**config.mk**
```make
export PLATFORM = sky130hd
export DESIGN_NAME = longest_palindrome_finder
export DESIGN_NICKNAME = d
export VERILOG_FILES = /design/src/lpf_pkg.sv /design/src/lpf_ctrl.sv /design/src/lpf_dp.sv /design/src/longest_palindrome_finder.sv
export SDC_FILE = /design/constraint.sdc
export NUM_CORES = 2
export LEC_CHECK = 0
export ABC_AREA = 1
export BUFFER_PORTS_ARGS = -buffer_cell sky130_fd_sc_hd__buf_2
export CAP_MARGIN = 25
export CORE_UTILIZATION = 35
export DETAILED_ROUTE_END_ITERATION = 8
export PLACE_DENSITY = 0.56
export SLEW_MARGIN = 20
export SYNTH_ARGS = -nofsm -noshare
export SYNTH_HDL_FRONTEND = slang
export SYNTH_SLANG_ARGS = --single-unit
```
**constraint.sdc**
```tcl
create_clock -name clk -period 17.9 [get_ports clk]
set_clock_uncertainty 0.1 [all_clocks]
set_input_delay 5.37 -clock clk [delete_from_list [all_inputs] [get_ports clk]]
set_output_delay 5.37 -clock clk [all_outputs]
set_load 0.005 [all_outputs]
```
**src/lpf_pkg.sv**
```systemverilog
// Shared constants and controller/datapath interface types for the palindrome finder.
package lpf_pkg;

  localparam int MAX_LEN_DEF = 64;
  localparam int CHAR_W      = 8;
  localparam int START_W     = 6;
  localparam int LENGTH_W    = 7;
  localparam int IN_DATA_W   = 8;
  localparam int OUT_DATA_W  = 16;

  typedef struct packed {
    logic load;
    logic init;
    logic step;
    logic clear;
  } lpf_cmd_t;

  typedef struct packed {
    logic short_str;
    logic last_len;
  } lpf_status_t;

endpackage

```
**src/lpf_ctrl.sv**
```systemverilog
// Controller state machine that sequences loading, the length passes and the result handoff.
module lpf_ctrl (
  input  logic                 clk,
  input  logic                 rst_n,
  input  logic                 in_tvalid,
  output logic                 in_tready,
  input  logic                 in_tlast,
  output logic                 out_tvalid,
  input  logic                 out_tready,
  output lpf_pkg::lpf_cmd_t    cmd,
  input  lpf_pkg::lpf_status_t status
);

  typedef enum logic [4:0] {
    ST_LOAD   = 5'b00001,
    ST_INIT   = 5'b00010,
    ST_SEARCH = 5'b00100,
    ST_DRAIN  = 5'b01000,
    ST_OUT    = 5'b10000
  } state_t;

  state_t state_r, state_nxt;

  always_comb begin
    state_nxt  = state_r;
    in_tready  = 1'b0;
    out_tvalid = 1'b0;
    cmd        = '0;
    unique case (state_r)
      ST_LOAD: begin
        in_tready = 1'b1;
        if (in_tvalid) begin
          cmd.load = 1'b1;
          if (in_tlast) state_nxt = ST_INIT;
        end
      end
      ST_INIT: begin
        cmd.init  = 1'b1;
        state_nxt = status.short_str ? ST_DRAIN : ST_SEARCH;
      end
      ST_SEARCH: begin
        cmd.step = 1'b1;
        if (status.last_len) state_nxt = ST_DRAIN;
      end
      ST_DRAIN: begin
        state_nxt = ST_OUT;
      end
      ST_OUT: begin
        out_tvalid = 1'b1;
        if (out_tready) begin
          cmd.clear = 1'b1;
          state_nxt = ST_LOAD;
        end
      end
      default: state_nxt = ST_LOAD;
    endcase
  end

  always_ff @(posedge clk) begin
    if (!rst_n) begin
      state_r <= ST_LOAD;
    end else begin
      state_r <= state_nxt;
    end
  end

endmodule

```
**src/lpf_dp.sv**
```systemverilog
// Datapath holding the string, the two stored diagonals and the best-match registers.
module lpf_dp #(
  parameter int MAX_LEN = lpf_pkg::MAX_LEN_DEF
) (
  input  logic                         clk,
  input  logic                         rst_n,
  input  lpf_pkg::lpf_cmd_t            cmd,
  output lpf_pkg::lpf_status_t         status,
  input  logic [lpf_pkg::CHAR_W-1:0]   char_byte,
  output logic [lpf_pkg::START_W-1:0]  best_start,
  output logic [lpf_pkg::LENGTH_W-1:0] best_length,
  output logic                         overflow
);

  localparam int IW = $clog2(MAX_LEN);
  localparam int CW = $clog2(MAX_LEN + 1);

  logic [lpf_pkg::CHAR_W-1:0] str_r [MAX_LEN];
  logic [lpf_pkg::CHAR_W-1:0] shf_r [MAX_LEN];
  logic [CW-1:0]      count_r, len_r, cur_len_r, best_len_r;
  logic [IW-1:0]      best_start_r, last_idx;
  logic               ovf_r, cur_vld_r;
  logic [MAX_LEN-1:0] p2_r, p1_r, mask_r, cur_r;
  logic [MAX_LEN-1:0] eq, cur, fill;
  logic               full;

  assign full = (count_r == CW'(MAX_LEN));

  always_comb begin
    for (int i = 0; i < MAX_LEN; i++) begin
      eq[i]   = (str_r[i] == shf_r[i]);
      fill[i] = (CW'(i) < count_r);
    end
    cur = eq & (p2_r >> 1) & mask_r;
  end

  always_comb begin
    last_idx = '0;
    for (int i = 0; i < MAX_LEN; i++) begin
      if (cur_r[i]) last_idx = IW'(i);
    end
  end

  assign status.short_str = (count_r < CW'(2));
  assign status.last_len  = (len_r == count_r);

  always_ff @(posedge clk) begin
    if (cmd.load && !full) begin
      str_r[count_r[IW-1:0]] <= char_byte;
    end
    if (cmd.init) begin
      for (int i = 0; i < MAX_LEN - 1; i++) shf_r[i] <= str_r[i+1];
      shf_r[MAX_LEN-1] <= '0;
      mask_r <= fill >> 1;
      p2_r   <= '1;
      p1_r   <= '1;
      len_r  <= CW'(2);
    end else if (cmd.step) begin
      for (int i = 0; i < MAX_LEN - 1; i++) shf_r[i] <= shf_r[i+1];
      mask_r <= mask_r >> 1;
      p2_r   <= p1_r;
      p1_r   <= cur;
      len_r  <= len_r + CW'(1);
    end
    cur_r     <= cur;
    cur_len_r <= len_r;
  end

  always_ff @(posedge clk) begin
    if (!rst_n) begin
      count_r      <= '0;
      ovf_r        <= 1'b0;
      cur_vld_r    <= 1'b0;
      best_len_r   <= CW'(1);
      best_start_r <= '0;
    end else begin
      cur_vld_r <= cmd.step;
      if (cmd.clear) begin
        count_r <= '0;
        ovf_r   <= 1'b0;
      end else if (cmd.load) begin
        if (full) ovf_r <= 1'b1;
        else count_r <= count_r + CW'(1);
      end
      if (cmd.init) begin
        best_len_r   <= CW'(1);
        best_start_r <= '0;
      end else if (cur_vld_r && (cur_r != '0)) begin
        best_len_r   <= cur_len_r;
        best_start_r <= last_idx;
      end
    end
  end

  assign best_start  = lpf_pkg::START_W'(best_start_r);
  assign best_length = lpf_pkg::LENGTH_W'(best_len_r);
  assign overflow    = ovf_r;

endmodule

```
**src/longest_palindrome_finder.sv**
```systemverilog
// Top level of the longest palindromic substring finder.
// The input channel takes one string byte per item in in_tdata, with in_tlast high on the
// final byte. Bytes are taken one per cycle while loading; bytes past MAX_LEN are dropped
// and the overflow flag is set, and a dropped byte with in_tlast still ends the string.
// After the final byte, a setup state loads the diagonal registers, then a search state
// steps through palindrome lengths 2 to n, checking every start of each length at once,
// and a drain state commits the last length; a string shorter than two bytes skips the
// search. Here n is the length of the string in bytes, capped at MAX_LEN.
// The result item carries the start and length in out_tdata and the overflow flag in
// out_tuser. While out_tvalid waits for out_tready the result holds and in_tready stays
// low; the next string is taken after the result is accepted. One string is handled at a
// time. A synchronous reset (rst_n low) returns the block to loading with an empty string.
module longest_palindrome_finder #(
  parameter int MAX_LEN = lpf_pkg::MAX_LEN_DEF
) (
  input  logic                             clk,
  input  logic                             rst_n,
  input  logic                             in_tvalid,
  output logic                             in_tready,
  input  logic [lpf_pkg::IN_DATA_W-1:0]    in_tdata,  // [7:0] char_byte
  input  logic                             in_tlast,
  output logic                             out_tvalid,
  input  logic                             out_tready,
  output logic [lpf_pkg::OUT_DATA_W-1:0]   out_tdata, // [5:0] best_start, [12:6] best_length
  output logic                             out_tuser  // [0] overflow
);

  lpf_pkg::lpf_cmd_t            cmd;
  lpf_pkg::lpf_status_t         status;
  logic [lpf_pkg::START_W-1:0]  best_start;
  logic [lpf_pkg::LENGTH_W-1:0] best_length;

  lpf_ctrl u_ctrl (
    .clk        (clk),
    .rst_n      (rst_n),
    .in_tvalid  (in_tvalid),
    .in_tready  (in_tready),
    .in_tlast   (in_tlast),
    .out_tvalid (out_tvalid),
    .out_tready (out_tready),
    .cmd        (cmd),
    .status     (status)
  );

  lpf_dp #(
    .MAX_LEN (MAX_LEN)
  ) u_dp (
    .clk         (clk),
    .rst_n       (rst_n),
    .cmd         (cmd),
    .status      (status),
    .char_byte   (in_tdata[lpf_pkg::CHAR_W-1:0]),
    .best_start  (best_start),
    .best_length (best_length),
    .overflow    (out_tuser)
  );

  assign out_tdata = {
    (lpf_pkg::OUT_DATA_W - lpf_pkg::START_W - lpf_pkg::LENGTH_W)'(0),
    best_length,
    best_start
  };

endmodule

```
# Yosys cells after proc, flatten, opt, wreduce, memory -nomap -nowiden
# Memory sizes are Yosys's and may differ from the RTL's.
# Cells that the tools add are included.
[totals]
ram_bits = 1024
out_inout_bits = 19
in_bits = 13
memories = 2
regBits = 296
[mem_list]
columns = ["name", "words", "width", "read_ports", "rd_clocked_by_memory_dff", "write_ports", "line", "source"]
rows = [
  ["u_dp.shf_r", 64, 8, 64, 0, 64, "lpf_dp.sv:19", "logic [lpf_pkg::CHAR_W-1:0] shf_r [MAX_LEN];"],
  ["u_dp.str_r", 64, 8, 64, 0, 1, "lpf_dp.sv:18", "logic [lpf_pkg::CHAR_W-1:0] str_r [MAX_LEN];"],
]
[op_classes]
n_eq_ne = 75
n_bitwise = 67
magnitude_cmp = 64
reduce_logical = 10
add_sub_neg = 2
muxes = 149
[ops]
columns = ["operator", "count"]
rows = [
  ["$eq 8x8->1", 64],
  ["$mux 8", 63],
  ["$lt 6x7->1 const A", 32],
  ["$mux 6", 32],
  ["$and 64x63->64", 2],
  ["$mux 63", 2],
  ["$lt 5x7->1 const A", 16],
  ["$mux 5", 20],
  ["$reduce_bool 64->1", 1],
  ["$or 1x1->1", 63],
  ["$lt 4x7->1 const A", 8],
  ["$mux 4", 9],
  ["$lt 3x7->1 const A", 4],
  ["$pmux 5 s5", 1],
  ["$mux 1", 16],
  ["$add 7x1->7 const B", 2],
  ["$lt 2x7->1 const A", 2],
  ["$mux 3", 4],
  ["$ne 2x2->1 const B", 4],
  ["$eq 7x7->1", 1],
  ["$eq 7x7->1 const B", 1],
  ["$lt 1x7->1 const A", 1],
  ["$lt 7x2->1 const B", 1],
  ["$eq 5x1->1 const B", 1],
  ["12 further kinds", 17],
]

# Longest topological paths before layout
[logic_depth]
word_depth = 63
depth_mapped = 63

# Hierarchy
# Synthesis repeated with hierarchy kept, for this count alone.
[unflattened]
hier_cells = 4886
area_unflattened_um2 = 53651.5
[modules_own_cells]
columns = ["module", "instances", "cells_each", "seq_area_each_um2", "area_each_um2"]
rows = [
  ["lpf_dp", 1, 4836, 36905.4, 53294.9],
  ["lpf_ctrl", 1, 46, 100.1, 330.3],
  ["longest_palindrome_finder", 1, 4, 0.0, 26.3],
]

# Least setup slack after synthesis
# No wires, ideal clock.
[synth_path]
path_kind = "reg2reg"
from = "register u_ctrl.state_r[0]"
to = "register u_dp.mask_r[0], enable pin"
slack_ns = -0.247
required_time_ns = 16.649
setup_ns = 1.151
path_stages_with_launch = 7
arrival_time_ns = 16.896
cell_sequence = "dfxtp_1 nor2_1 inv_2 nor4_1 nor2_1 inv_2 buf_1"
[synth_via]
elab_chain_len = 3
[synth_lines]
columns = ["item", "line", "source"]
rows = [
  ["start: declaration", "lpf_ctrl.sv:22", "state_t state_r, state_nxt;"],
  ["start signal: assignment", "lpf_ctrl.sv:63", "state_r <= state_nxt;"],
  ["$eq 5x2->1 or $eq 5x3->1 (tied branches)", "lpf_ctrl.sv:29", "unique case (state_r)"],
  ["$mux 1", "lpf_ctrl.sv:29", ""],
  ["$reduce_bool 2->1 (no source line) (*)", "--", ""],
  ["end signal: assignment", "lpf_dp.sv:54", "mask_r <= fill >> 1;"],
  ["end signal: assignment", "lpf_dp.sv:60", "mask_r <= mask_r >> 1;"],
  ["end: declaration", "lpf_dp.sv:23", "logic [MAX_LEN-1:0] p2_r, p1_r, mask_r, cur_r;"],
]
# Mark *: on every way between the ends. The rest lies on a longest branch, timed or not.
# A chain may end at the register's enable or synchronous reset.

# Worst setup path after layout
[layout_path]
from = "input in_tvalid"
to = "memory u_dp.str_r[39][4] in the netlist's numbering, enable pin"
[layout_via]
elab_chain_len = 5
[layout_lines]
columns = ["item", "line", "source"]
rows = [
  ["start: declaration", "longest_palindrome_finder.sv:18", "input logic in_tvalid,"],
  ["$mux 1", "lpf_ctrl.sv:32", "if (in_tvalid) begin"],
  ["$mux 1", "lpf_ctrl.sv:29", ""],
  ["$logic_and 1x1->1", "lpf_dp.sv:48", "if (cmd.load && !full) begin"],
  ["$mux 1", "lpf_dp.sv:48", ""],
  ["$mux 1 (not written as such)", "lpf_dp.sv:49", "str_r[count_r[IW-1:0]] <= char_byte;"],
  ["end: declaration", "lpf_dp.sv:18", ""],
]
# Every way passes these cells.

==> flow_summary.yaml <==
run_status:
  outcome: "completed"
cts:
  clock-sinks: 1309
  cts_root_buf: "clkbuf_16"
  cts.path.max_buffers: 3
  clkLatencyLatePin_ps: 760
  cts_hold_buffers: 0
  clkSlewWorstSetupHoldPaths_ps: 60
  tritoncts: "done"
  cells_resized_by_post_cts_repair: 0
  cts_buffers: 140
  htree_levels: 4
  post-cts-setup-buffer-count: 0
final_layout:
  nets: 4901
  antenna_cells_inserted: 0
  design_area_um2: 60620
  multiInputGateArea_um2: 13840
  n_fill_cell: 14430
  post_route_cells_drive_above_1_share: 0.06321
  area_delta_synth_final_pct: 13.28
  seqCellArea_um2: 37010
synth:
  synth_commonest_cells: "nand2_1, edfxtp_1, inv_1"
  synth.avg_cell_area_um2: 11.07
  post-synth-top-count-cell: "nand2_1"
  synth_top_cells_by_area: "edfxtp_1, nand2_1, dfxtp_1"
  synth_edf_count: 1079
  synth_top_cell_by_area: "edfxtp_1"
  synthDominantCellAreaShare: 0.6054
  syn-cell-area_um2: 53520
  synth_cell_type_count: 41
  postSynthCellCount: 4833
  ys_seq_area_frac: 0.6915
  yosys_register_bits: 1309
  async_reset_ff_frac: 0
  synth_top_flop_cell: "edfxtp_1"
  yosysWarningCount: 0
timing:
  relSlewSlack: 0.2303
  fin_crit_ps: 7723
  final_min_period_over_clock_period: 0.4315
  report.final.setup_viol: 0
  maxClockFrequency_mhz: 129.5
  final_report_hold_violation_count: 0
  grt_setup_unrepaired: "false"
  timing.setup.tns_ps: 0
  worst-slew-pin-transition_ps: 1142
  final-max-slew-violation-count: 0
setup_path:
  crit_fanout: 9
  crit_buf_inv: 3
  worst-endpoint-required_ps: 18170
  slowest_stage_cell_cp: "nor2_1"
  cp_common_cell: "nor2_1"
  cp_cell_sequence: "buf_2 -> inv_1 -> nor2_1 -> nand2_1 -> inv_2 -> nand4_1 -> nor2_1"
  worst_stage_delay_on_the_critical_path_ps: 710
  setup.worst_path.class: "primary input to flop"
  timing.critical_path.arrival_ps: 7990
  critPathCaptureType: "flop"
  worst_setup_path_start_kind: "primary input"
  critical_path.top_delay_family: "simple AND/OR/NAND/NOR gates"
min_path:
  worst_hold_path_type: "flop to flop"
floorplan:
  die_x_um: 393.0
  ios: 32
  core_area_um2: 151900
  placement_rows: 143
  floorplan.die_area_um2: 154500
  initial_core_utilization: 0.3523
  dieHeight_um: 393.0
pwr:
  power-per-cell-area_nw_per_um2: 115.1
  leakagePower_nw: 23.49
  ir_drop_uv: 91.95
global_route:
  grt_overflow: 0
  grt_max_degree: 223
  track_usage: 0.1788
  first_global_vias: 32680
  antenna_violations_before_repair: 5
  grt_pass1_wl_mm: 205.5
route:
  num_vias: 34510
  totalWireLength_mm: 137.7
  post-route-drc-count: 0
  detail_route.iter0.violations: 3054
  antenna_left: 0
  routed_vias_inst: 4.910
  route.detailed.wl_per_inst_um: 19.59
  first_pass_drt_iterations: 6
placed_design:
  place_area_um2: 56010
  io_buffers: 28
  gp_routability_congestion: 0.8226
  place_hpwl_mm: 84.22
run:
  max_cap_viol_count: 0
cells by family (layout without fill, tap and decap cells):
logic type / Yosys count / count (layout) / synth area share
buffers and inverters: 725 / 889 / 0.05106
other: 1 / 3 / 0.00007007
adders and majority gates: 4 / 4 / 0.0009352
and+or+nand+nor: 1760 / 1760 / 0.1312
xor gates and xnor gates: 227 / 227 / 0.03715
DFF: 1309 / 1309 / 0.6915
AOI/OAI and AO/OA: 807 / 807 / 0.08807
area by class of cell:
type / instances / area share
clock buffers: 191 / 0.06433
repair buffers: 66 / 0.008813
well taps: 2030 / 0.04190
inverters: 566 / 0.03542
clock inverters: 66 / 0.01081
multi-input cells: 2801 / 0.2283
flip-flops and latches: 1309 / 0.6104
power by group:
| part | switching (mW) | leakage (nW) | total (mW) | internal [mW] |
|---|---|---|---|---|
| Combinational | 0.365 | 9.66 | 0.499 | 0.135 |
| Clock | 1.19 | 2.23 | 2.88 | 1.69 |
| Sequential | 0.0958 | 11.6 | 3.59 | 3.50 |
| Total | 1.65 | 23.5 | 6.98 | 5.32 |
final timing paths:
kind / startpoint / to / slack [ps] / cells past startpoint
min reg2reg: u_dp.len_r[5]$_SDFFE_PP0P_ / u_dp.cur_len_r[5]$_DFF_P_ / 280 / 0
min: u_dp.len_r[5]$_SDFFE_PP0P_ / u_dp.cur_len_r[5]$_DFF_P_ / 280 / 0
max: in_tvalid / u_dp.str_r[39][4]$_DFFE_PP_ / 10180 / 7
max reg2reg: u_dp.cur_r[20]$_DFF_P_ / u_dp.best_start[0]$_SDFFE_PP0P_ / 13370 / 10
registers in the layout (all words and copies together) (netlist names):
register	count
u_dp.str_r	512
u_dp.shf_r	504
u_dp.cur_r	63
u_dp.mask_r	63
u_dp.p1_r	63
u_dp.p2_r	63
u_dp.best_length	7
u_dp.count_r	7
u_dp.cur_len_r	7
u_dp.len_r	7
u_dp.best_start	6
u_ctrl.state_r	5
u_dp.cur_vld_r	1
u_dp.overflow	1
cell usage in the layout (no fill, tap or decap), types with 4 or more instances in the layout:
cell type / n
or2_1: 4
a2111oi_0: 21
clkbuf_16: 144
o221ai_1: 7
clkinv_1: 19
bufinv_16: 11
nand4_1: 44
clkinv_2: 23
o211ai_1: 27
nor3_1: 15
inv_6: 5
xor2_1: 158
a21oi_1: 157
xnor2_1: 69
or4_1: 4
nor2_1: 332
o21ai_0: 50
inv_1: 541
buf_2: 21
buf_12: 6
nor4_1: 59
o2111ai_1: 13
nand3_1: 53
inv_2: 20
ha_1: 4
a31oi_1: 5
a22oi_1: 37
nand2_1: 1227
or2_2: 12
o21ai_1: 319
clkbuf_8: 12
a211oi_1: 32
clkbuf_1: 36
clkinvlp_4: 4
dfxtp_1: 230
buf_4: 35
a221oi_1: 30
edfxtp_1: 1079
o22ai_1: 98
stage by stage:
stage	worst slack (ps)	power, mW	util	hold slack (ps)	std cells
5_1_grt	10060	7.217	0.3991	295.6	7029
3_5_place_dp	9339	4.158	0.3687	273.5	6767
6_report	10180	6.976	0.3991	281.4	7029
2_1_floorplan	1592	4.014	-	251.0	4835
4_1_cts	10120	7.039	0.3987	279.7	7024
3_3_place_gp	9388	4.151	0.3687	276.6	6766
routing by layer:
layer | wire, um | GRT usage | part of all wire
met1 | 62650 | 0.2489 | 0.46
met2 | 62780 | 0.2827 | 0.46
met3 | 8571 | 0.03158 | 0.062
met4 | 3680 | 0.05716 | 0.027
met5 | 0 | 0 | 0
Note: power is estimated with default switching activity, not from simulation.
